## src/sv/pfad_pkg.sv

```systemverilog
`timescale 1ns / 1ps
// pfad_pkg: constants, types and entry layout of the page frame allocator
// depends on nothing; used by pfad_if, pfad_frames and the top level
package pfad_pkg;

    localparam int FRAME_COUNT     = 32;
    localparam int DIRECTORY_COUNT = 4;
    localparam int ENTRIES_PER_DIR = 1024;

    localparam int FRAME_IDX_W = $clog2(FRAME_COUNT);
    localparam int CNT_W       = $clog2(FRAME_COUNT + 1);
    localparam int DIR_DEPTH   = DIRECTORY_COUNT * ENTRIES_PER_DIR;
    localparam int ADDR_W      = $clog2(DIR_DEPTH);

    localparam int MODE_W      = 2;
    localparam int DIR_ID_W    = 2;
    localparam int VPAGE_W     = 10;
    localparam int BYTES_W     = 32;
    localparam int FRAME_OUT_W = 5;
    localparam int FREE_OUT_W  = 6;

    localparam int PAGE_SHIFT  = 22;
    localparam int NEED_W      = BYTES_W - PAGE_SHIFT + 1;

    localparam int FRAME_NUM_W = 10;
    localparam int FLAGS_W     = 8;
    localparam int ENTRY_W     = FRAME_NUM_W + FLAGS_W;
    localparam logic [FLAGS_W-1:0] FLAGS_USER = 8'h87;
    localparam int ENTRY_VALID_POS = 0;

    typedef enum logic [MODE_W-1:0] {
        MODE_ALLOC = 2'd0,
        MODE_FREE  = 2'd1,
        MODE_CHECK = 2'd2
    } t_mode;

    typedef struct packed {
        logic                   take;
        logic                   release_frame;
        logic [FRAME_NUM_W-1:0] idx;
    } t_frame_req;

    typedef struct packed {
        logic [CNT_W-1:0]       free_count;
        logic                   any_free;
        logic [FRAME_IDX_W-1:0] first_free;
        logic                   idx_used;
    } t_frame_stat;

endpackage

```

## src/sv/pfad_frames.sv

```systemverilog
`timescale 1ns / 1ps
// pfad_frames: frame use bitmap, free count and lowest free frame search
// depends on pfad_pkg
module pfad_frames
    import pfad_pkg::*;
(
    input  logic        i_clk,
    input  logic        i_rst_n,
    input  t_frame_req  i_req,
    output t_frame_stat o_stat
);
    logic [FRAME_COUNT-1:0] r_used;
    logic [CNT_W-1:0]       r_count;

    logic [FRAME_COUNT-1:0] free_vec;
    logic [FRAME_COUNT-1:0] low_onehot;
    logic [FRAME_IDX_W-1:0] first_idx;
    logic                   in_range;
    logic [FRAME_IDX_W-1:0] rel_idx;
    logic                   rel_used;

    assign free_vec   = ~r_used;
    assign low_onehot = free_vec & (~free_vec + FRAME_COUNT'(1));

    always_comb begin
        first_idx = '0;
        for (int i = 0; i < FRAME_COUNT; i++) begin
            if (low_onehot[i]) begin
                first_idx = first_idx | FRAME_IDX_W'(i);
            end
        end
    end

    assign in_range = 32'(i_req.idx) < FRAME_COUNT;
    assign rel_idx  = i_req.idx[FRAME_IDX_W-1:0];
    assign rel_used = in_range && r_used[rel_idx];

    always_ff @(posedge i_clk) begin
        if (!i_rst_n) begin
            r_used  <= FRAME_COUNT'(1);
            r_count <= CNT_W'(FRAME_COUNT - 1);
        end else if (i_req.take) begin
            r_used[first_idx] <= 1'b1;
            r_count           <= r_count - CNT_W'(1);
        end else if (i_req.release_frame && rel_used) begin
            r_used[rel_idx] <= 1'b0;
            r_count         <= r_count + CNT_W'(1);
        end
    end

    assign o_stat.free_count = r_count;
    assign o_stat.any_free   = (|free_vec) && (r_count != '0);
    assign o_stat.first_free = first_idx;
    assign o_stat.idx_used   = rel_used;
endmodule

```

## config.mk

```make
export PLATFORM = sky130hd
export DESIGN_NAME = pfad_frames
export DESIGN_NICKNAME = d
export VERILOG_FILES = /design/src/sv/pfad_pkg.sv /design/src/sv/pfad_frames.sv
export SDC_FILE = /design/constraint.sdc
export NUM_CORES = 1
export LEC_CHECK = 0
export BUFFER_PORTS_ARGS = -buffer_cell sky130_fd_sc_hd__buf_2
export CELL_PAD_IN_SITES_DETAIL_PLACEMENT = 0
export CELL_PAD_IN_SITES_GLOBAL_PLACEMENT = 2
export CORE_ASPECT_RATIO = 1.75
export CORE_MARGIN = 2
export CORE_UTILIZATION = 40
export CTS_BUF_LIST = sky130_fd_sc_hd__clkbuf_4 sky130_fd_sc_hd__clkbuf_8
export DETAILED_ROUTE_END_ITERATION = 7
export PLACE_DENSITY_LB_ADDON = 0.1
export SYNTH_ARGS = -nofsm -noshare
export SYNTH_HDL_FRONTEND = slang
export SYNTH_SLANG_ARGS = --single-unit
```

## constraint.sdc

```tcl
create_clock -name i_clk -period 4.4 [get_ports i_clk]
set_input_delay 0.44 -clock i_clk [delete_from_list [all_inputs] [get_ports i_clk]]
set_output_delay 0.44 -clock i_clk [all_outputs]
set_load 0.01 [all_outputs]
```

# == After elaboration in Yosys (flattened, before gate mapping) ==
# Cells that the tools add are included.
# totals
register_bits,38
in_bits,14
output_inout_bits,13
# op_classes
addsub,3
order_cmp,5
n_eq_ne,1
n_mux,47
n_bitwise,6
n_reduce_logical,7
# ops
cell,count
32-bit 2-to-1 mux,5
32-bit inverter,3
5-bit 2-to-1 mux,16
32-bit bitwise AND,2
32-bit by 1-bit adder with 32-bit output (second input constant),1
4-bit 2-to-1 mux,8
32-bit OR,1
32-bit OR reduction,1
6-bit 2-to-1 mux,5
5-bit by 6-bit less-than comparator with 1-bit output (second input constant),2
3-bit 2-to-1 mux,4
1-bit demux with 5-bit select,2
5-bit by 1-bit greater-or-equal comparator with 1-bit output (second input constant),2
10-bit by 6-bit less-than comparator with 1-bit output (second input constant),1
6-bit by 1-bit adder with 6-bit output (second input constant),1
6-bit nonzero test,1
6-bit by 1-bit subtractor with 6-bit output (second input constant),1
1-bit binary-select mux with 5-bit select,1
1-bit logical AND,5
1-bit 2-to-1 mux,4
2-bit 2-to-1 mux,2
3-bit by 1-bit inequality test with 1-bit output (second input constant),1

# == Depth between registers and ports, before layout ==
# Gate-level depths: netlist of the first run.
# logic_depth
depth_word,42
ltp_mapped,9
mapped_depth_nobuf,8

# == Worst setup path after synthesis of the first run ==
# OpenSTA, ideal clock, no wires.
# synth_path
path_kind,input-to-reg
from,input i_req[2] in the netlist's numbering
to,register r_count[1]
t_arrival_ps,2333
required_ps,4339
path_slack_ps,2006
stages,8
path_cell_list,buf_2 > mux2_2 > and3_1 > nor4_4 > nand4_4 > o31ai_4 > mux2_1 > nand2_1
# synth_via
elab_chain_len,5
# synth_lines
item,line_no,text
start: declaration,pfad_frames.sv:9,"input t_frame_req i_req,"
1-bit binary-select mux with 5-bit select,pfad_frames.sv:36,assign rel_used = in_range && r_used[rel_idx];
1-bit 2-to-1 mux (not written as such),pfad_frames.sv:36,
1-bit logical AND (*),pfad_frames.sv:36,
1-bit logical AND (*),pfad_frames.sv:45,end else if (i_req.release_frame && rel_used) begin
3-bit by 1-bit inequality test with 1-bit output (no source line) (*),--,
end signal: assignment,pfad_frames.sv:41,r_count <= CNT_W'(FRAME_COUNT - 1);
end signal: assignment,pfad_frames.sv:44,r_count <= r_count - CNT_W'(1);
end signal: assignment,pfad_frames.sv:47,r_count <= r_count + CNT_W'(1);
end: declaration,pfad_frames.sv:13,logic [CNT_W-1:0] r_count;
# Mark *: on every way between the ends. The rest lies on a longest branch, timed or not. The select of a mux whose other input is x is not followed.
# A chain may end at the register's enable or synchronous reset.

==> run metrics, run 1 <==
full die area between 0.007 and 0.008 sq mm; Clk pin slew, worst setup/hold paths ~90 ps; first-pass GRT wire length between 15 and 20 mm; CP endpoint kind output port; RSZ-0062 raised after global routing no; run status finished clean; Worst Tran Pin Value 1020 ps; asr flop ratio synth 0%; final setup fails 0; Most used DFF post-synth dfxtp_1; Hold Vio Cnt, Final 0; Post-Synthesis Cells between 300 and 400; core box area 0.00681 sq mm; area share of the largest cell type after synthesis between 20% and 30%; drt pass-1 iters 5; CTS Buf Count 5; grt total ovfl 0; DP HPWL 7.57 mm; Area growth, synth to finish 9.26%; clock sinks 38; Slew Limit Fails 0; Setup Fix Bufs, Post-CTS 0; Hold Crit Class reg -> reg; DP Area around 0.0029 sq mm; layout cells sized above 1 between 10% and 20%; Post-Syn Nets about 350; Arr. time, crit path 2490 ps; commonest non-fill, non-tap cell in the layout dfxtp_1; Via density about 6.5; DR vias 2,815; Worst R2R Start r_used[20]$_SDFFE_PN0P_; crit path launch type flop; Seq/Total Area, Yosys a little over a quarter; Yosys reg bits 38; Slew Limit Headroom a little under a third; clock latency on the worst-skew pair approximately 320 ps; leakage power total between 1 and 1.5 nW; # resized after CTS 0; Final period util between 60% and 70%; delay-heaviest family, CP simple AND/OR/NAND/NOR gates; number of enable flip-flop cells after synthesis 0; hold_sp r_count[5]$_SDFFE_PN0P_; synth top area cells dfxtp_1 27%, o211ai_1 10%, o21ai_0 4.9%; Slowest Stage Delay on Critical Path 630 ps; H-tree depth 2; Antenna Nets Post-Route 0; Total GRT Usage between 20 and 30%; clock root cell clkbuf_8; Worst EP required 3960 ps; Final nets approximately 370; fmax 342 MHz; WL/cell ~23 um; pin count of the biggest net entering global routing 45; PD cells between 200 and 300 mW/mm^2; placer congestion estimate just under 0.9; Cell Chain, Critical Path nand4_1, or4_4, a311o_1, nand2_1, buf_2; Routed WL roughly 10 mm; Ys Warns 0; DIE WIDTH 66.9 um; Finished Cell Area slightly above 0.003 sq mm; minimum clock period between 2000 and 3000 ps; Crit. Startpoint r_used[4]$_SDFFE_PN0P_; antenna violations before repair 0; drt drc 0; Setup TNS Final 0 ps; critical path type reg -> out; n_diodes 0; number of DRC markers in iteration 0 approximately 330; crit path buf inv count 1; Clock Skews 13.3 ps; mapped cell area about 0.0028 sq mm; synthesized area per cell between 8 and 9 sq um; CTS hold repair buffers 0; leading area contributor after synthesis dfxtp_1; IR drop worst, VDD between 0.0002 and 0.0003 V; Crit Path Max Fanout 6; chip height 114 um; CTS tree yes; number of unique standard cell types used by synthesis 71; vias in the first global route 2,688; Ports 27; slowest cell on the critical path or4_4; CTS Buffer Depth 2; commonest non-fill, non-tap cells in the layout 38 x dfxtp_1, 37 x o211ai_1, 30 x nand2_1; starting density of the core about two fifths; Max-Cap Viols 0; FP Rows 40; port bufs 26
cells in the mapped netlist, types with 2 or more instances:
cell	count
nand2b_1	8
o31ai_1	2
buf_4	3
a311o_1	2
a31oi_1	3
or3_1	4
nor3_1	7
o21ai_0	27
ha_1	4
and2_1	3
mux2i_1	10
nand3_1	14
mux4_2	3
nand2_1	30
nand4_1	6
o211ai_1	37
and3_1	7
buf_2	4
and4_1	3
o21a_1	2
a41o_1	2
a21oi_1	5
clkbuf_1	9
inv_1	12
nor3b_1	3
o21ai_1	9
nand3_2	3
nor4_1	2
a31o_2	2
a21o_1	2
nor2_1	13
nor2b_1	3
xor2_1	2
nand3b_1	8
dfxtp_1	38
o22ai_1	2
flip-flops by register name, summed over array words and instances, names as in the netlist:
name / count
r_count: 6
r_used: 32
final timing paths:
| check | cells after the start | endpoint | slack, ps |
|---|---|---|---|
| worst max-delay path | 5 | o_stat[2] | 1470 |
| worst min register to register | 2 | r_count[5]$_SDFFE_PN0P_ | 490 |
| worst min-delay path | 2 | r_count[5]$_SDFFE_PN0P_ | 490 |
| worst max register to register | 7 | r_used[18]$_SDFFE_PN0P_ | 1630 |
cell type report:
cell class	count	area [sq um]
well taps	84	105
flip-flops and latches	38	761
clock buffers	6	82.6
inverters	13	50.0
repair buffers	27	138
fillers	750	3780
clock inverters	2	12.5
multi-input cells	261	1880
per-layer routing:
metal / routed length, um / up-vias / GRT usage (%)
li1: - / 1312 / -
met5: 0 / - / 0
met3: 382 / 34 / 3.93
met2: 5550 / 109 / 51.4
met4: 583 / 0 / 16.2
met1: 3530 / 1360 / 29.2
power breakdown:
group | leakage [nW] | total, mW | internal [mW] | switching [mW]
logic | 0.722 | 0.222 | 0.0787 | 0.143
registers | 0.308 | 0.382 | 0.360 | 0.0216
clock network | 0.0472 | 0.274 | 0.126 | 0.148
logic make-up (layout without fill, tap and decap cells):
family	after synthesis	count (layout)	synth area share [%]
multiplexers	15	15	6.87
AO/OA/AOI/OAI	113	113	30.3
AND/OR/NAND/NOR	125	125	27.1
buffers and inverters	30	48	4.74
flip-flops	38	38	27.5
adder cells (fa/ha/maj)	5	5	2.53
XOR/XNOR	3	3	0.949
tightest hold or removal path, delay by kind of cell (launching register included):
family	cells	cell delay, ps
simple gates	1	60
mux	1	50
flops	1	330
metrics by stage:
stage	utilization, %	total power [mW]	std cells	worst slack, ps	hold slack, ps
3_3_place_gp	43.1	0.612	423	1420	469
6_report	44.4	0.878	431	1470	490
4_1_cts	44.4	0.877	431	1480	497
3_5_place_dp	43.1	0.610	423	1420	485
5_1_grt	44.4	0.911	431	1380	529
2_1_floorplan	-	0.532	329	2010	499
No activity file was read; power rests on OpenSTA's default activity.
==> run 2: changes to the inputs <==
CORE_UTILIZATION = 34   (was 40)
clock period = 2.4 ns   (was 4.4 ns; I/O delays follow)
==> run 2 against run 1 <==
Sequential share of layout area decreased by 4.0 points. Highest routed layer unchanged. Combinational power increased to 2.7 times the previous value. Critical path depth increased by 2. Power increased by 100%. Clock skew decreased by 5.2 ps. Cell count increased by 17%. Non-clock buffer count increased by 66. Via count increased by 7.8%. Die area increased by 17%. Worst hold slack got worse by 120 ps. Final area increased by 23%. Largest power group unchanged.
==> run metrics, run 2 (synthesis results as in run 1) <==
run status finished clean (unchanged); Ports 27 (unchanged); Cell Chain, Critical Path nand4_1, or4_4, buf_4, buf_4, nor3_4, a21o_1, buf_2 (was nand4_1, or4_4, a311o_1, nand2_1, buf_2); number of DRC markers in iteration 0 229 (was 331); critical path type reg -> out (unchanged); H-tree depth 2 (unchanged); area of the multi-input gates 0.00202 sq mm (was 0.00188 sq mm); core box area 0.00791 sq mm (was 0.00681 sq mm); # fillers 802 (was 750); crit path launch type flop (unchanged); pin count of the biggest net entering global routing 24 (was 45); full die area 0.00891 sq mm (was 0.00763 sq mm); met2 Use GR 46.7% (was 51.4%); final setup fails 0 (unchanged); Final nets 431 (was 365); final std cells w/o fill 503 (was 431); layout cells sized above 1 37.8% (was 17.3%); Max-Cap Viols 0 (unchanged); DP Area 0.00332 sq mm (was 0.00293 sq mm); commonest non-fill, non-tap cell in the layout buf_4 (was dfxtp_1); Crit Path Max Fanout 3 (was 6); CTS Buffer Depth 2 (unchanged); clock latency on the worst-skew pair 300 ps (was 320 ps); IR drop worst, VDD 0.000377 V (was 0.000284 V); final core occ 47.0% (was 44.4%); hold_sp i_rst_n (was r_count[5]$_SDFFE_PN0P_); WL/cell 21.3 um (was 23.3 um); Antenna Nets Post-Route 0 (unchanged); Reg area 787 sq um (was 761 sq um); starting density of the core 35.0% (was 40.7%); Crit. Startpoint r_used[4]$_SDFFE_PN0P_ (unchanged); n_diodes 0 (unchanged); chip height 123 um (was 114 um); reg2reg path depth 8 (was 7); Largest register FFs 32 (unchanged); fmax ~420 MHz; Worst EP required 2160 ps (was 3960 ps); CP endpoint kind output port (unchanged); clock root cell clkbuf_8 (unchanged); Finished Cell Area 0.00372 sq mm (was 0.00303 sq mm); Total GRT Usage 25.5% (was 28.0%); DR vias 3,034 (was 2,815); FP Rows 43 (was 40); Final period util 98.8%; setup slack at placement -53.4 ps (was 1420 ps); Worst R2R Start r_used[11]$_SDFFE_PN0P_ (was r_used[20]$_SDFFE_PN0P_); Reg with most FFs r_used (unchanged); DIE WIDTH 72.2 um (was 66.9 um); Via density 6.03 (was 6.53); RSZ-0062 raised after global routing yes (was no); minimum clock period between 2000 and 2500 ps; Hold Vio Cnt, Final 0 (unchanged); Post-Place Cells 480 (was 423); Slew Limit Headroom 66.5% (was 32.0%); Hold Slack 368 ps (was 490 ps); WHS Path Cells 3 (was 2); vias in the first global route 3,068 (was 2,688); grt peak-use layer met2 (unchanged); commonest non-fill, non-tap cells in the layout 65 x buf_4, 37 x o211ai_1, 29 x nand2_1 (was 38 x dfxtp_1, 37 x o211ai_1, 30 x nand2_1); met1 Use GR 27.4% (was 29.2%); drt drc 0 (unchanged); Routed WL 10.7 mm (was 10.0 mm); Area growth, synth to finish 34.3% (was 9.26%); slowest cell on the critical path or4_4 (unchanged); Clock Skews 8.05 ps (was 13.3 ps); CTS hold repair buffers 0 (unchanged); grt total ovfl 0 (unchanged); Arr. time, crit path 2130 ps (was 2490 ps); Tot Pwr 1.77 mW (was 0.878 mW); PD cells 476 mW/mm^2 (was 290 mW/mm^2); Hold Crit Class in -> reg (was reg -> reg); antenna violations before repair 0 (unchanged); DP HPWL 8.41 mm (was 7.57 mm); Slowest Stage Delay on Critical Path 570 ps (was 630 ps); placer congestion estimate 0.912 (was 0.869); Clk pin slew, worst setup/hold paths 70 ps (was 90 ps); drt pass-1 iters 4 (was 5); Regs by FF count r_used x32, r_count x6 (unchanged); setup ws final 29.5 ps (was 1470 ps); leakage power total 1.42 nW (was 1.08 nW); Slew Limit Fails 0 (unchanged); met3 usage 2.77% (was 3.93%); port bufs 26 (unchanged); Top cell by count, worst path buf_4; clock sinks 38 (unchanged); Setup TNS Final 0 ps (unchanged); Worst Tran Pin Value 497 ps (was 1020 ps); CTS tree yes (unchanged); first-pass GRT wire length 17.0 mm (was 15.3 mm); CTS Buf Count 5 (unchanged)
run 2: cell count changes in the layout (fill, tap and decap cells not counted), moves of 4 or more:
cell,delta
buf_4,+64
dfxtp_1,-13
dfxtp_2,+9
dfxtp_4,+4
o21ai_0,-8
o21ai_1,+7
run 2: path summary, 6_finish.rpt:
kind / end / slack, ps
worst max-delay path: o_stat[5] / 30
worst min register to register: r_count[5]$_SDFFE_PN0P_ / 490
worst min-delay path: r_count[0]$_SDFFE_PN1P_ / 370
worst max register to register: r_used[0]$_SDFFE_PN1P_ / 90
run 2: routing by layer:
layer,vias to the layer above,wire [um],part of all wire (%)
met5,-,0,0
met4,0,620,5.8
met3,36,344,3.2
met2,88,5870,55
met1,1466,3860,36
li1,1444,-,-
run 2: what timing repair did:
| item | CTS | global route |
|---|---|---|
| buffers inserted | 6 | 9 |
| pin swaps | 7 | 10 |
| setup endpoints to repair | 5 | 39 |
| cloned | 0 | 0 |
| resized for setup | 19 | 35 |
run 2: area by class of cell:
class / count / share of cell area [%]
well taps: 90 / 3.03
inverters: 13 / 1.35
clock buffers: 7 / 2.42
multi-input cells: 261 / 54.3
repair buffers: 93 / 17.6
clock inverters: 1 / 0.135
flip-flops and latches: 38 / 21.2
run 2: worst max-delay path: cells and delay by family, from the launching register on:
family | cells | cell delay, ps
simple gates | 3 | 950
buf+inv | 3 | 440
flops | 1 | 350
compound gates | 1 | 110
run 2: where the power goes:
group,switching (mW),internal [mW]
Sequential,0.0330,0.661
Clock,0.230,0.243
Combinational,0.328,0.273
==> run 3: changes to the inputs <==
CORE_UTILIZATION = 33   (was 34)
CTS_BUF_LIST = not set   (was sky130_fd_sc_hd__clkbuf_4 sky130_fd_sc_hd__clkbuf_8)
==> run 3 against run 2 <==
Via count shrank 0.69%. Fmax is 1.3% higher. Power rose by 11%. Critical path type unchanged. Critical endpoint is now o_stat[2]. Largest cell class unchanged. Largest power group unchanged. Highest routed layer unchanged.
==> run metrics, run 3 (synthesis results as in run 1) <==
run status finished clean (unchanged); critical path type reg -> out (unchanged); commonest non-fill, non-tap cell in the layout buf_4 (unchanged); antenna violations before repair 0 (unchanged); CTS Buf Count 5 (unchanged); Worst EP required 2160 ps (about the same); Arr. time, crit path 2100 ps (was 2130 ps); DIE WIDTH 73.2 um (was 72.2 um); Slew Limit Fails 0 (unchanged); Ports 27 (unchanged); vias in the first global route 3,079 (was 3,068); DP Area 0.00335 sq mm (was 0.00332 sq mm); core box area 0.00820 sq mm (was 0.00791 sq mm); Worst R2R Start r_used[9]$_SDFFE_PN0P_ (was r_used[11]$_SDFFE_PN0P_); CTS Buffer Depth 2 (unchanged); Worst Tran Pin Value 520 ps (was 497 ps); commonest non-fill, non-tap cells in the layout 64 x buf_4, 37 x o211ai_1, 29 x nand2_1 (was 65 x buf_4, 37 x o211ai_1, 29 x nand2_1); Final period util 97.5% (was 98.8%); final core occ 45.3% (was 47.0%); grt total ovfl 0 (unchanged); DR vias 3,013 (was 3,034); fmax 427 MHz (was 422 MHz); Max-Cap Viols 0 (unchanged); full die area 0.00917 sq mm (was 0.00891 sq mm); DP HPWL 8.51 mm (was 8.41 mm); Routed WL 10.7 mm (about the same); clock latency on the worst-skew pair 290 ps (was 300 ps); Largest register FFs 32 (unchanged); Slew Limit Headroom 65.3% (was 66.5%); layout cells sized above 1 36.2% (was 37.8%); CP endpoint kind output port (unchanged); drt pass-1 iters 4 (unchanged); Hold Crit Class in -> reg (unchanged); leakage power total 1.43 nW (was 1.42 nW); clock sinks 38 (unchanged); clock root cell clkbuf_16 (was clkbuf_8); Via density 5.98 (was 6.03); Clock Skews 5.98 ps (was 8.05 ps); WL/cell 21.2 um (was 21.3 um); CTS tree yes (unchanged); n_diodes 0 (unchanged); Regs by FF count r_used x32, r_count x6 (unchanged); number of DRC markers in iteration 0 152 (was 229); hold_sp i_rst_n (unchanged); Clk pin slew, worst setup/hold paths 60 ps (was 70 ps); Area growth, synth to finish 34.1% (was 34.3%); Reg with most FFs r_used (unchanged); final setup fails 0 (unchanged); Total GRT Usage 24.5% (was 25.5%); IR drop worst, VDD 0.000339 V (was 0.000377 V); RSZ-0062 raised after global routing yes (unchanged); H-tree depth 2 (unchanged); Final nets 430 (was 431); PD cells 530 mW/mm^2 (was 476 mW/mm^2); minimum clock period 2340 ps (was 2370 ps); FP Rows 44 (was 43); pin count of the biggest net entering global routing 26 (was 24); crit path launch type flop (unchanged); Antenna Nets Post-Route 0 (unchanged); placer congestion estimate 0.928 (was 0.912); Finished Cell Area 0.00371 sq mm (was 0.00372 sq mm); port bufs 26 (unchanged); Hold Vio Cnt, Final 0 (unchanged); chip height 125 um (was 123 um); Crit. Startpoint r_used[0]$_SDFFE_PN1P_ (was r_used[4]$_SDFFE_PN0P_); starting density of the core 33.8% (was 35.0%); drt drc 0 (unchanged); Crit Path Max Fanout 5 (was 3); first-pass GRT wire length 17.0 mm (about the same)
## run 3: cell types whose count changed in the layout (fill, tap and decap cells not counted), sizes merged
cell  before  now
buf       93   92
## run 3: final timing paths
path | end | slack [ps] | cells past startpoint
setup reg to reg | r_used[10]$_SDFFE_PN0P_ | 90 | 8
setup / recovery | o_stat[2] | 60 | 6
hold / removal | r_count[1]$_SDFFE_PN1P_ | 310 | 2
hold reg to reg | r_count[5]$_SDFFE_PN0P_ | 490 | 2
## run 3: per-stage QoR
step / std cells / TNS [ps] / power [mW] / setup slack [ps] / hold slack, ps
after global placement: 486 / -637 / 1.21 / -93.7 / 468
final: 504 / 0 / 1.97 / 60.5 / 306
after global routing: 504 / -21.2 / 2.06 / -11.7 / 326
after detailed placement: 486 / -829 / 1.21 / -108 / 480
after CTS: 497 / 0 / 1.92 / 13.2 / 307
after floorplan: 329 / 0 / 0.976 / 183 / 443
## run 3: metal layers
| metal | GRT usage, % | wire, um | vias to the layer above |
|---|---|---|---|
| met5 | 0 | 0 | - |
| met4 | 15.6 | 643 | 0 |
| met3 | 2.50 | 346 | 34 |
| met2 | 43.8 | 5780 | 91 |
| met1 | 26.2 | 3900 | 1447 |
| li1 | - | - | 1441 |
## run 3: repair_timing
action,4_1_cts,5_1_grt
hold endpoints to repair,0,0
hold buffers,0,0
pin swaps,5,9
setup endpoints to repair,5,26
buffers inserted,3,8
resized for setup,12,30
## run 3: worst max-delay path: stages, from the launching register on
cell	delay, ps
dfxtp_4	380
nand4_2	90
or4_4	610
a311o_1	360
nand2_2	150
buf_6	130
buf_6	90
## run 3: power by group
group / leakage (nW) / internal (mW) / switching (mW) / total, mW
logic: 1.04 / 0.275 / 0.320 / 0.595
registers: 0.315 / 0.659 / 0.0269 / 0.686
clock network: 0.0739 / 0.413 / 0.274 / 0.686
total: 1.43 / 1.35 / 0.621 / 1.97
## run 3: cell type report
class | count | area (sq um)
Clock inverter | 1 | 5.00
Sequential cell | 38 | 782
Multi-Input combinational cell | 261 | 1970
Fill cell | 848 | 4490
Tap cell | 92 | 115
Timing Repair Buffer | 92 | 646
Inverter | 13 | 50.0
Clock buffer | 7 | 143
