--- config.mk ---
export PLATFORM = sky130hd
export DESIGN_NAME = pfad_ram
export DESIGN_NICKNAME = d
export VERILOG_FILES = /design/src/sv/pfad_ram.sv
export SDC_FILE = /design/constraint.sdc
export NUM_CORES = 1
export LEC_CHECK = 0
export ABC_CLOCK_PERIOD_IN_PS = 2500
export BUFFER_PORTS_ARGS = -buffer_cell sky130_fd_sc_hd__clkbuf_2
export CORE_MARGIN = 4
export CORE_UTILIZATION = 60
export CTS_BUF_LIST = sky130_fd_sc_hd__clkbuf_16
export CTS_CLUSTER_SIZE = 40
export DETAILED_ROUTE_END_ITERATION = 16
export PLACE_DENSITY = 0.78
export SLEW_MARGIN = 20
export SYNTH_ARGS = -nofsm -noshare
export SYNTH_HDL_FRONTEND = slang
export SYNTH_SLANG_ARGS = --single-unit
--- constraint.sdc ---
create_clock -name i_clk -period 2.5 [get_ports i_clk]
set_input_delay 0.25 -clock i_clk [delete_from_list [all_inputs] [get_ports i_clk]]
set_output_delay 0.25 -clock i_clk [all_outputs]
set_load 0.02 [all_outputs]
--- src/sv/pfad_ram.sv ---
`timescale 1ns / 1ps
// pfad_ram: generic single-port synchronous ram, registered read
// depends on nothing
module pfad_ram #(
    parameter int WIDTH = 8,
    parameter int DEPTH = 16
) (
    input  logic                     i_clk,
    input  logic                     i_we,
    input  logic [$clog2(DEPTH)-1:0] i_addr,
    input  logic [WIDTH-1:0]         i_wdata,
    output logic [WIDTH-1:0]         o_rdata
);
    logic [WIDTH-1:0] r_mem [DEPTH];
    logic [WIDTH-1:0] r_rdata;

    always_ff @(posedge i_clk) begin
        if (i_we) begin
            r_mem[i_addr] <= i_wdata;
        end
        r_rdata <= r_mem[i_addr];
    end

    assign o_rdata = r_rdata;
endmodule

# ---- Word level (Yosys, flattened, before mapping)
# Memory sizes are Yosys's and may differ from the RTL's. A register that Yosys moved wholly into a read port is not among the register bits.
# Cells that the tools add are included.
dict set report totals {
  ram_bits 128
  memories 1
  regBits 0
}
dict set report op_classes {
  mux 2
}
# name words width read_ports rd_ports_with_merged_regs wr line
set mem_list {}
lappend mem_list {r_mem 16 8 1 1 1 14} ;# logic [WIDTH-1:0] r_mem [DEPTH];
# cell count
set op_table {}
lappend op_table {{two-way mux 1 bit} 2}

# ---- Depth between registers and ports, before layout
# Gate-level depths: netlist (run 1).
dict set report logic_depth {
  word_depth 2
  depth_mapped 5
  ltp_nobuf 3
}

# ---- Worst setup path before layout (run 1)
# Ideal clock, no wire load.
dict set report synth_timing {
  kind {input port to flip-flop}
  start {input i_addr[2]}
  end {memory r_mem[0][0], enable pin}
  stages 2
  path_slack_ns 0.757
  n_path_buf 0
  arrival_time_ns 1.360
  cell_sequence {or3b_2 -> nor3_1}
}
# item line
set synth_lines {}
lappend synth_lines {{from (decl)} 10} ;# input logic [$clog2(DEPTH)-1:0] i_addr,
lappend synth_lines {{to (decl)} 14}
# No word-level cell before the write port.

==> qor.yml, run 1 <==
placed_design:
  io_buffers: 21
  place_hpwl_mm: 6.050
  place_congestion: 0.7712
global_routing:
  grt_use_met1_pct: 30.25
  gr-usage-met3_pct: 9.382
  number_of_global_route_vias_before_repair: 2598
  grt_remaining_overflow: 0
  grt_first_pass_wirelength_mm: 15.88
  global_route.usage.met2_pct: 33.97
  grt-busiest-layer: "met2"
  antenna_found_initial: 2
  grtUsageTotal_pct: 23.09
  grt_max_degree: 40
drt:
  remaining_antenna_violation_count_after_routing: 0
  detail_route.drc_violations: 0
  first_iter_violations: 316
  route.detailed.wl_per_inst_um: 25.59
  finalWirelength_mm: 10.29
  drt_pass1_iterations: 5
  routed-via-count: 2533
  avgViaCountPerCell: 6.301
logic_synthesis:
  ys_warn_count: 0
  synthFlopType: "edfxtp_1"
  netlist-cell-type-count: 18
  post_synth_mux_area_share_pct: 14.22
  leading_post_synthesis_cells_by_instance_count: "edfxtp_1, mux4_2, a22oi_1, nor2_1, nand2_1"
  synth_xor_xnor_area_share_pct: 0
  synth.cell_area_mm2: 0.005067
  synth_compound_gate_area_share_pct: 2.370
  asyncSetResetFlopFracSynth_pct: 0
  cell_accounting_for_the_most_synthesized_area: "edfxtp_1"
  synth_top_family_by_area: "multiplexers"
  synthCells: 230
  netlist.area_leader.share_pct: 75.85
  synth_simple_gate_area_share_pct: 3.210
  yosys-top-cells-area: "edfxtp_1, mux4_2, dfxtp_1"
  synth.ff_latch_count: 136
  adder_cell_fraction_of_synth_area_pct: 0
  synth-seq-area-share_pct: 79.01
  synth.most_common_cell: "edfxtp_1"
  synthesis.nets: 244
  synth_enable_flop_cells: 128
  postSynthAreaPerCell_um2: 22.03
worst_setup_path:
  cp-end-kind: "register"
  critical_path_class: "register to register"
  critPathArrivalTime_ns: 1.80
  setup.worst_path.start_class: "register"
  cp.required_ns: 2.79
  crit_fanout: 1
  worst_r2r_path_depth: 3
timing:
  setup_repair_after_global_routing_missed_its_margin: "no"
  finalClockSkew_ns: 0.008035
  final.period_utilization_pct: 60.44
  timing_max_transition_violations_final: 0
  setup_viol_count_final: 0
  final.min_clock_period_ns: 1.511
  fmax_ghz: 0.6619
  setup_total_negative_slack_ns: 0
  timing.max_slew.rel_slack_pct: 52.60
  timing_hold_violations_final: 0
  worst-slew-pin-transition_ns: 0.7095
clock_network:
  cts_tree: "built"
  post_cts_hold_buffer_count: 0
  postCtsSetupBuffers: 0
  cts-resized-gates: 0
  ctsRootBufferMaster: "clkbuf_16"
  clkSinkCount: 136
  cts_inserted_buffers: 17
  clock_latency_on_the_worst_skew_pair_ns: 0.41
  cts.reportedPaths.clkPinSlew_ns: 0.06
  h-tree-depth: 4
  ctsLongestPathBuffers: 2
power:
  leakagePower_uw: 0.002060
  clockPowerShare_pct: 47.2
  cellPowerDensity_mw_per_mm2: 883.0
  power.ir.vdd_worst_mv: 0.4973
  p_int_uw: 4307
  switching_share_pct: 19.73
  power.sequential.fraction_pct: 47.9
  comb_power_share_pct: 4.9
  netSwitchingPower_uw: 1059
die:
  coreArea_mm2: 0.008217
  chipHeight_um: 99.90
  design.portCount: 22
  floorplan.rows: 33
  floorplan.die.width_um: 99.90
  initial_utilization_pct: 61.67
  die-area_mm2: 0.009980
finish:
  num_antenna_cells: 0
  final_net_count: 298
  area_added_between_synthesis_and_finish_pct: 19.93
  final_core_utilization_pct: 73.96
  filler_cell_count: 425
  layout-drive-gt1-share_pct: 36.03
outcome:
  outcome: "completed"
min_path:
  hold_class: "input pin to register"
  worst_hold_path_depth: 1
flow_run:
  drv.max_cap_violation_count: 0
-- worst max-delay path: stages, from the launching register on --
cell,delay [ns]
edfxtp_1,0.49
mux4_2,0.59
a22oi_1,0.22
nand2_1,0.09
-- metal layers --
metal / wire length, um / vias up
met4: 378 / 2
met3: 941 / 42
li1: - / 1072
met5: 13 / -
met2: 4952 / 131
met1: 4001 / 1286
-- area by class of cell --
class,count,area (um2),area share (%)
sequential,136,4004,65.88
clock inverter,15,182.7,3.006
multi-input combinational,83,1003,16.51
tap,105,131.4,2.162
timing repair buffer,46,330.3,5.435
clock buffer,17,425.4,7.000
-- layout by cell type, fill, tap and decap left out --
master,count
clkbuf_2,21
clkinvlp_4,2
nand3b_1,2
buf_12,3
bufinv_16,4
nor3_1,4
inv_6,1
and2_1,1
clkinv_1,4
clkinv_2,3
nor2_1,13
nand3_1,1
nand2b_1,2
mux4_2,32
or3b_2,1
dfxtp_1,8
buf_4,22
clkinv_4,1
edfxtp_1,128
nand2_1,9
clkbuf_16,17
nor2b_1,2
a22oi_1,16
-- worst paths after layout --
kind	startpoint	endpoint	slack (ns)
setup / recovery	r_mem[7][7]$_DFFE_PP_	o_rdata[7]$_DFF_P_	0.99
hold / removal	i_wdata[1]	r_mem[12][1]$_DFFE_PP_	0.29
hold reg to reg	r_mem[6][4]$_DFFE_PP_	o_rdata[4]$_DFF_P_	0.68
setup reg to reg	r_mem[7][7]$_DFFE_PP_	o_rdata[7]$_DFF_P_	0.99
-- per-stage QoR --
step | instances | hold WS, ns | cell area (um2) | power, uW | setup slack (ns)
floorplan | 230 | 0.3489 | 5067 | 2758 | 0.7570
global placement | 370 | 0.6579 | 5469 | 2866 | 0.6239
detailed placement | 370 | 0.6542 | 5469 | 2873 | 0.6109
CTS | 402 | 0.2784 | 6077 | 5395 | 0.9876
global route | 402 | 0.2924 | 6077 | 5539 | 0.9074
finish | 402 | 0.2863 | 6077 | 5366 | 0.9891
-- power groups by stage --
stage	sequential, uW	combinational (uW)	clock (uW)
global placement	2610	252	0
global route	2570	281	2680
CTS	2570	262	2560
finish	2570	261	2530
detailed placement	2620	257	0
floorplan	2630	131	0
-- flip-flops by register name (all words and copies together), names as in the netlist --
| register | count |
|---|---|
| o_rdata | 8 |
| r_mem | 128 |
-- cell families (layout without fill, tap and decap cells) --
kind of cell,after synthesis,in the layout
buf+inv,11,78
flops,136,136
compound gates,16,16
mux,32,32
simple gates,35,35
Note: power is estimated with default switching activity, not from simulation.
==> inputs of run 2 (changes only) <==
ABC_AREA = 1   (was not set)
ABC_CLOCK_PERIOD_IN_PS = 1440   (was 2500)
clock period = 1.44 ns   (was 2.5 ns; I/O delays follow)
==> qor.yml, run 2 <==
worst_setup_path:
  crit_fanout: 8  # was 1
  setup.worst_path.start_class: "input pin"  # was register
  setup.worst_path.start: "i_addr[0]"  # was r_mem[7][7]$_DFFE_PP_
  cp-end-kind: "register"  # unchanged
  timing.reg2reg.setup_slack_ns: 0.39  # was 0.99 ns
  crit_slowest_cell: "nor2_2"  # was mux4_2
  worstReg2RegEnd: "o_rdata[1]$_DFF_P_"  # was o_rdata[7]$_DFF_P_
  worstSetupPathDepth: 4  # was 3
  critPathArrivalTime_ns: 1.11  # was 1.80 ns
  crit_path_cell_trace: "clkbuf_2, inv_2, nand3_1, nor2_2"  # was mux4_2, a22oi_1, nand2_1
  timing.rr.start: "r_mem[7][1]$_DFFE_PP_"  # was r_mem[7][7]$_DFFE_PP_
  max_stage_delay_ns: 0.42  # was 0.59 ns
  critical_path_class: "input pin to register"  # was register to register
  critPathCapture: "r_mem[12][2]$_DFFE_PP_"  # was o_rdata[7]$_DFF_P_
  critical_path.n_buffers_inverters: 2  # was 0
  worst_r2r_path_depth: 8  # was 3
  critical_path.top_delay_family: "simple AND/OR/NAND/NOR gates"  # was multiplexers
  cp.required_ns: 1.50  # was 2.79 ns
min_path:
  hold_class: "input pin to register"  # unchanged
  worst_hold_path_depth: 1  # unchanged
clock_network:
  cts.reportedPaths.clkPinSlew_ns: 0.06  # about the same
  clkSinkCount: 136  # unchanged
  post_cts_hold_buffer_count: 0  # unchanged
  clock_latency_on_the_worst_skew_pair_ns: 0.41  # about the same
  cts_tree: "built"  # unchanged
  ctsRootBufferMaster: "clkbuf_16"  # unchanged
  postCtsSetupBuffers: 0  # unchanged
  cts-resized-gates: 0  # unchanged
  cts_inserted_buffers: 17  # unchanged
  h-tree-depth: 4  # unchanged
  ctsLongestPathBuffers: 2  # unchanged
die:
  design.portCount: 22  # unchanged
  floorplan.die.width_um: 104.5  # was 99.90 um
  initial_utilization_pct: 62.90  # was 61.67%
  die-area_mm2: 0.01093  # was 0.009980 mm2
  floorplan.rows: 34  # was 33
  coreArea_mm2: 0.008891  # was 0.008217 mm2
  chipHeight_um: 104.5  # was 99.90 um
power:
  comb_power_share_pct: 6.3  # was 4.9%
  clockPowerShare_pct: 45.8  # was 47.2%
  power.sequential.fraction_pct: 48.0  # was 47.9%
  p_int_uw: 7285  # was 4307 uW
  cellPowerDensity_mw_per_mm2: 1412  # was 883.0 mW/mm2
  netSwitchingPower_uw: 2002  # was 1059 uW
  switching_share_pct: 21.56  # was 19.73%
  leakagePower_uw: 0.002857  # was 0.002060 uW
  power.ir.vdd_worst_mv: 1.110  # was 0.4973 mV
  power_uw: 9287  # was 5366 uW
finish:
  area_added_between_synthesis_and_finish_pct: 17.58  # was 19.93%
  largest_register: "r_mem"  # unchanged
  layout_common_cells: "nand2_1, edfxtp_1, inv_1"  # was edfxtp_1, mux4_2, buf_4
  stdcell_count: 713  # was 402
  largest_register_ffs: 128  # unchanged
  final_cell_area_mm2: 0.006576  # was 0.006077 mm2
  layout-drive-gt1-share_pct: 13.88  # was 36.03%
  final_core_utilization_pct: 73.97  # was 73.96%
  final_net_count: 606  # was 298
  most_common_library_cell_in_the_layout_ignoring_fill_and_taps: "nand2_1"  # was edfxtp_1
  num_antenna_cells: 0  # unchanged
outcome:
  outcome: "completed"  # unchanged
global_routing:
  grtUsageTotal_pct: 23.70  # was 23.09%
  grt_use_met1_pct: 32.00  # was 30.25%
  gr-usage-met3_pct: 5.364  # was 9.382%
  grt_first_pass_wirelength_mm: 19.50  # was 15.88 mm
  grt-busiest-layer: "met2"  # unchanged
  grt_max_degree: 33  # was 40
  antenna_found_initial: 0  # was 2
  global_route.usage.met2_pct: 37.87  # was 33.97%
  grt_remaining_overflow: 0  # unchanged
  number_of_global_route_vias_before_repair: 3798  # was 2598
placed_design:
  place_hpwl_mm: 7.236  # was 6.050 mm
  numPlacedInstances: 681  # was 370
  place_congestion: 0.8263  # was 0.7712
  io_buffers: 21  # unchanged
  placement.cell_area_mm2: 0.005987  # was 0.005469 mm2
drt:
  routed-via-count: 3830  # was 2533
  route.detailed.wl_per_inst_um: 16.91  # was 25.59 um
  remaining_antenna_violation_count_after_routing: 0  # unchanged
  finalWirelength_mm: 12.06  # was 10.29 mm
  detail_route.drc_violations: 0  # unchanged
  first_iter_violations: 278  # was 316
  avgViaCountPerCell: 5.372  # was 6.301
  drt_pass1_iterations: 5  # unchanged
logic_synthesis:
  ys_warn_count: 0  # unchanged
  asyncSetResetFlopFracSynth_pct: 0  # unchanged
  cell_accounting_for_the_most_synthesized_area: "edfxtp_1"  # unchanged
  netlist-cell-type-count: 11  # was 18
  synthFlopType: "edfxtp_1"  # unchanged
  yosys-top-cells-area: "edfxtp_1, nand2_1, dfxtp_1"  # was edfxtp_1, mux4_2, dfxtp_1
  synth.cell_area_mm2: 0.005593  # was 0.005067 mm2
  leading_post_synthesis_cells_by_instance_count: "nand2_1, edfxtp_1, inv_1, nor2_1, buf_2"  # was edfxtp_1, mux4_2, a22oi_1, nor2_1, nand2_1
  synthCells: 548  # was 230
  postSynthAreaPerCell_um2: 10.21  # was 22.03 um2
  synth_enable_flop_cells: 128  # unchanged
  synth-seq-area-share_pct: 71.59  # was 79.01%
  synth.ff_latch_count: 136  # unchanged
  netlist.area_leader.share_pct: 68.72  # was 75.85%
  synth.most_common_cell: "nand2_1"  # was edfxtp_1
  synthesis.nets: 562  # was 244
timing:
  setup_viol_count_final: 0  # unchanged
  final.period_utilization_pct: 72.70
  timing_hold_violations_final: 0  # unchanged
  worst-slew-pin-transition_ns: 0.4363  # was 0.7095 ns
  final.min_clock_period_ns: 1.047
  timing_max_transition_violations_final: 0  # unchanged
  finalClockSkew_ns: 0.007319  # was 0.008035 ns
  fmax_ghz: 0.9552
  timing.max_slew.rel_slack_pct: 70.91  # was 52.60%
  setup_repair_after_global_routing_missed_its_margin: "no"  # unchanged
  setup_total_negative_slack_ns: 0  # unchanged
flow_run:
  drv.max_cap_violation_count: 0  # unchanged
## run 2: cell count changes after synthesis, moves of 5 or more
| cell | previous run | this run |
|---|---|---|
| nor2_1 | 13 | 18 |
| a22oi_1 | 16 | 0 |
| buf_2 | 2 | 12 |
| nand2_1 | 9 | 346 |
| buf_4 | 0 | 6 |
| mux4_2 | 32 | 0 |
| inv_1 | 0 | 21 |
## run 2: metal layers
layer  vias up  wire [um]
met5         -          0
li1       1841          -
met4         0        244
met3        20        843
met1      1821       5072
met2       148       5896
## run 2: worst min-delay path by stage
stage | start | endpoint | slack, ns
2_1_floorplan | i_wdata[0] | r_mem[0][0]$_DFFE_PP_ | 0.24
6_report | i_wdata[3] | r_mem[13][3]$_DFFE_PP_ | 0.24
4_1_cts | i_wdata[3] | r_mem[14][3]$_DFFE_PP_ | 0.23
5_1_grt | i_wdata[6] | r_mem[7][6]$_DFFE_PP_ | 0.26
3_5_place_dp | o_rdata[7]$_DFF_P_ | o_rdata[7] | 0.56
3_3_place_gp | o_rdata[3]$_DFF_P_ | o_rdata[3] | 0.56
## run 2: layout make-up
| cell class | count | area, um2 |
|---|---|---|
| Inverter | 23 | 86.33 |
| Timing Repair Buffer | 46 | 355.3 |
| Clock inverter | 15 | 163.9 |
| Tap cell | 108 | 135.1 |
| Clock buffer | 17 | 425.4 |
| Multi-Input combinational cell | 368 | 1406 |
| Fill cell | 555 | 2315 |
| Sequential cell | 136 | 4004 |
## run 2: kinds of logic after synthesis
| family | Yosys count | share of synthesized area, % |
|---|---|---|
| buffers and inverters | 44 | 3.624 |
| flip-flops | 136 | 71.59 |
| AND/OR/NAND/NOR | 368 | 24.79 |
## run 2: power by group through the flow
stage          clock (uW)  combinational [uW]  sequential [uW]
2_1_floorplan           0                 309             4560
3_3_place_gp            0                 557             4530
3_5_place_dp            0                 573             4530
4_1_cts              4290                 581             4450
5_1_grt              4490                 652             4460
6_report             4250                 583             4450
## run 2: per-stage QoR
stage          hold slack (ns)  setup slack (ns)
2_1_floorplan           0.2429          -0.08118
3_3_place_gp            0.5617           0.03903
3_5_place_dp            0.5615          -0.02156
4_1_cts                 0.2319            0.3856
5_1_grt                 0.2642            0.2858
6_report                0.2400            0.3931
==> inputs of run 3 (changes only) <==
ABC_CLOCK_PERIOD_IN_PS = 1000   (was 1440)
clock period = 1 ns   (was 1.44 ns; I/O delays follow)
==> qor.yml, run 3 (synthesized netlist as in run 2, its figures left out) <==
power:
  leakagePower_uw: 0.002961  # was 0.002857 uW
  comb_power_share_pct: 7.0  # was 6.3%
  switching_share_pct: 21.95  # was 21.56%
  clockPowerShare_pct: 49.3  # was 45.8%
  p_int_uw: 11460  # was 7285 uW
  cellPowerDensity_mw_per_mm2: 2094  # was 1412 mW/mm2
  netSwitchingPower_uw: 3221  # was 2002 uW
  power.sequential.fraction_pct: 43.7  # was 48.0%
  power.ir.vdd_worst_mv: 1.611  # was 1.110 mV
worst_setup_path:
  timing.reg2reg.setup_slack_ns: -0.06  # was 0.39 ns
  setup.worst_path.start_class: "register"  # was input pin
  cp-end-kind: "register"  # unchanged
  crit_fanout: 1  # was 8
  critical_path_class: "register to register"  # was input pin to register
  critPathArrivalTime_ns: 1.38  # was 1.11 ns
  worstReg2RegEnd: "o_rdata[1]$_DFF_P_"  # unchanged
  cp.required_ns: 1.32  # was 1.50 ns
  timing.rr.start: "r_mem[5][1]$_DFFE_PP_"  # was r_mem[7][1]$_DFFE_PP_
  worst_r2r_path_depth: 8  # unchanged
placed_design:
  place_hpwl_mm: 7.566  # was 7.236 mm
  placement.cell_area_mm2: 0.006227  # was 0.005987 mm2
  place_congestion: 0.8608  # was 0.8263
  io_buffers: 21  # unchanged
  dp_worst_setup_slack_ns: -0.2675  # was -0.02156 ns
clock_network:
  cts_inserted_buffers: 17  # unchanged
  cts.reportedPaths.clkPinSlew_ns: 0.06  # about the same
  ctsLongestPathBuffers: 2  # unchanged
  clkSinkCount: 136  # unchanged
  h-tree-depth: 4  # unchanged
  clock_latency_on_the_worst_skew_pair_ns: 0.42  # was 0.41 ns
  postCtsSetupBuffers: 0  # unchanged
  cts_tree: "built"  # unchanged
  ctsRootBufferMaster: "clkbuf_16"  # unchanged
timing:
  worst-slew-pin-transition_ns: 0.4212  # was 0.4363 ns
  setup_slack_ns: -0.05827  # was 0.3931 ns
  finalClockSkew_ns: 0.006421  # was 0.007319 ns
  timing_hold_violations_final: 0  # unchanged
  final.min_clock_period_ns: 1.058
  timing.max_slew.rel_slack_pct: 71.92  # was 70.91%
  fmax_ghz: 0.9449
  timing_max_transition_violations_final: 0  # unchanged
  setup_repair_after_global_routing_missed_its_margin: "yes"  # was no
  setup_viol_count_final: 4  # was 0
  setup_total_negative_slack_ns: -0.1025  # was 0 ns
  final.period_utilization_pct: 105.8
die:
  chipHeight_um: 104.5  # unchanged
  floorplan.die.width_um: 104.5  # unchanged
  coreArea_mm2: 0.008891  # unchanged
  initial_utilization_pct: 62.90  # unchanged
  floorplan.rows: 34  # unchanged
  die-area_mm2: 0.01093  # unchanged
  design.portCount: 22  # unchanged
flow_run:
  drv.max_cap_violation_count: 0  # unchanged
min_path:
  min_to: "r_mem[5][7]$_DFFE_PP_"  # was r_mem[13][3]$_DFFE_PP_
  worst_hold_path_depth: 1  # unchanged
  hold_class: "input pin to register"  # unchanged
  worstHoldStart: "i_wdata[7]"  # was i_wdata[3]
finish:
  filler_cell_count: 511  # was 555
  final_cell_area_mm2: 0.007008  # was 0.006576 mm2
  num_antenna_cells: 0  # unchanged
  area_added_between_synthesis_and_finish_pct: 25.30  # was 17.58%
  final_core_utilization_pct: 78.82  # was 73.97%
  final_net_count: 606  # unchanged
  largest_register: "r_mem"  # unchanged
  layout-drive-gt1-share_pct: 21.49  # was 13.88%
  largest_register_ffs: 128  # unchanged
  layout_common_cells: "nand2_1, edfxtp_1, nand2_2, buf_4, nor2_4"  # was nand2_1, edfxtp_1, inv_1
  most_common_library_cell_in_the_layout_ignoring_fill_and_taps: "nand2_1"  # unchanged
drt:
  first_iter_violations: 275  # was 278
  detail_route.drc_violations: 0  # unchanged
  routed-via-count: 3907  # was 3830
  route.detailed.wl_per_inst_um: 18.06  # was 16.91 um
  finalWirelength_mm: 12.88  # was 12.06 mm
  remaining_antenna_violation_count_after_routing: 0  # unchanged
  avgViaCountPerCell: 5.480  # was 5.372
  drt_pass1_iterations: 4  # was 5
global_routing:
  grtUsageTotal_pct: 25.12  # was 23.70%
  grt_remaining_overflow: 0  # unchanged
  antenna_found_initial: 0  # unchanged
  grt_max_degree: 35  # was 33
  number_of_global_route_vias_before_repair: 3898  # was 3798
  grt_first_pass_wirelength_mm: 20.60  # was 19.50 mm
outcome:
  failed_checks: "setup timing"
  outcome: "complete, but fails checks"  # was completed
==> run 3: cell types whose count changed in the layout (fill, tap and decap cells not counted), sizes merged <==
| cell | delta |
|---|---|
| buf | +6 |
| bufinv | +3 |
| clkbuf | -6 |
| clkinv | -2 |
| clkinvlp | -4 |
| inv | +3 |
==> run 3: power by group through the flow <==
stage                     Combinational (uW)  Sequential [uW]  Clock [uW]
after global placement                   918             6520           0
after floorplan                          531             6570           0
after global routing                    1130             6430        7570
after CTS                                983             6420        7270
final                                   1020             6420        7240
after detailed placement                 937             6530           0
==> run 3: cell type report <==
type                       instances  area, um2  area share (%)
multi-input combinational        368       1627           23.21
sequential                       136       4008           57.19
timing repair buffer              46      437.9           6.249
tap                              108      135.1           1.928
inverter                          23      111.4           1.589
clock inverter                    15      264.0           3.767
clock buffer                      17      425.4           6.070
==> run 3: timing repair <==
item	4_1_cts	5_1_grt
hold buffers	0	0
resized for setup	14	28
endpoints found under the setup margin	8	14
pin swaps	10	17
==> run 3: critical path, cell delays in order, from the launching register on <==
cell and delay, ns:
edfxtp_1 0.39, nand2_1 0.10, nand2_1 0.05, nand2_1 0.07
nand2_1 0.09, nand2_2 0.09, nand2_1 0.05, inv_1 0.06
nand2_1 0.04
==> run 3: metal layers <==
metal	GRT usage, %	vias to the layer above	wire, um
met5	0	-	0
met1	34.00	1862	5290
met3	6.597	21	947
li1	-	1853	-
met2	39.71	171	6492
met4	9.117	0	146
==> run 3: how the worst max path moves through the flow <==
stage / startpoint / endpoint / cells past startpoint
final: r_mem[5][1]$_DFFE_PP_ / o_rdata[1]$_DFF_P_ / 8
after global routing: r_mem[5][1]$_DFFE_PP_ / o_rdata[1]$_DFF_P_ / 8
after CTS: r_mem[4][4]$_DFFE_PP_ / o_rdata[4]$_DFF_P_ / 8
after detailed placement: i_addr[0] / r_mem[15][7]$_DFFE_PP_ / 4
after global placement: i_addr[0] / r_mem[13][4]$_DFFE_PP_ / 4
after floorplan: i_addr[1] / r_mem[13][0]$_DFFE_PP_ / 5
==> run 3: through the flow <==
step	total power, uW	instances	hold slack [ns]
after floorplan	7101	548	0.1989
after global placement	7441	681	0.5150
after detailed placement	7466	681	0.5163
after CTS	14670	713	0.1565
after global routing	15120	713	0.1756
final	14680	713	0.1632
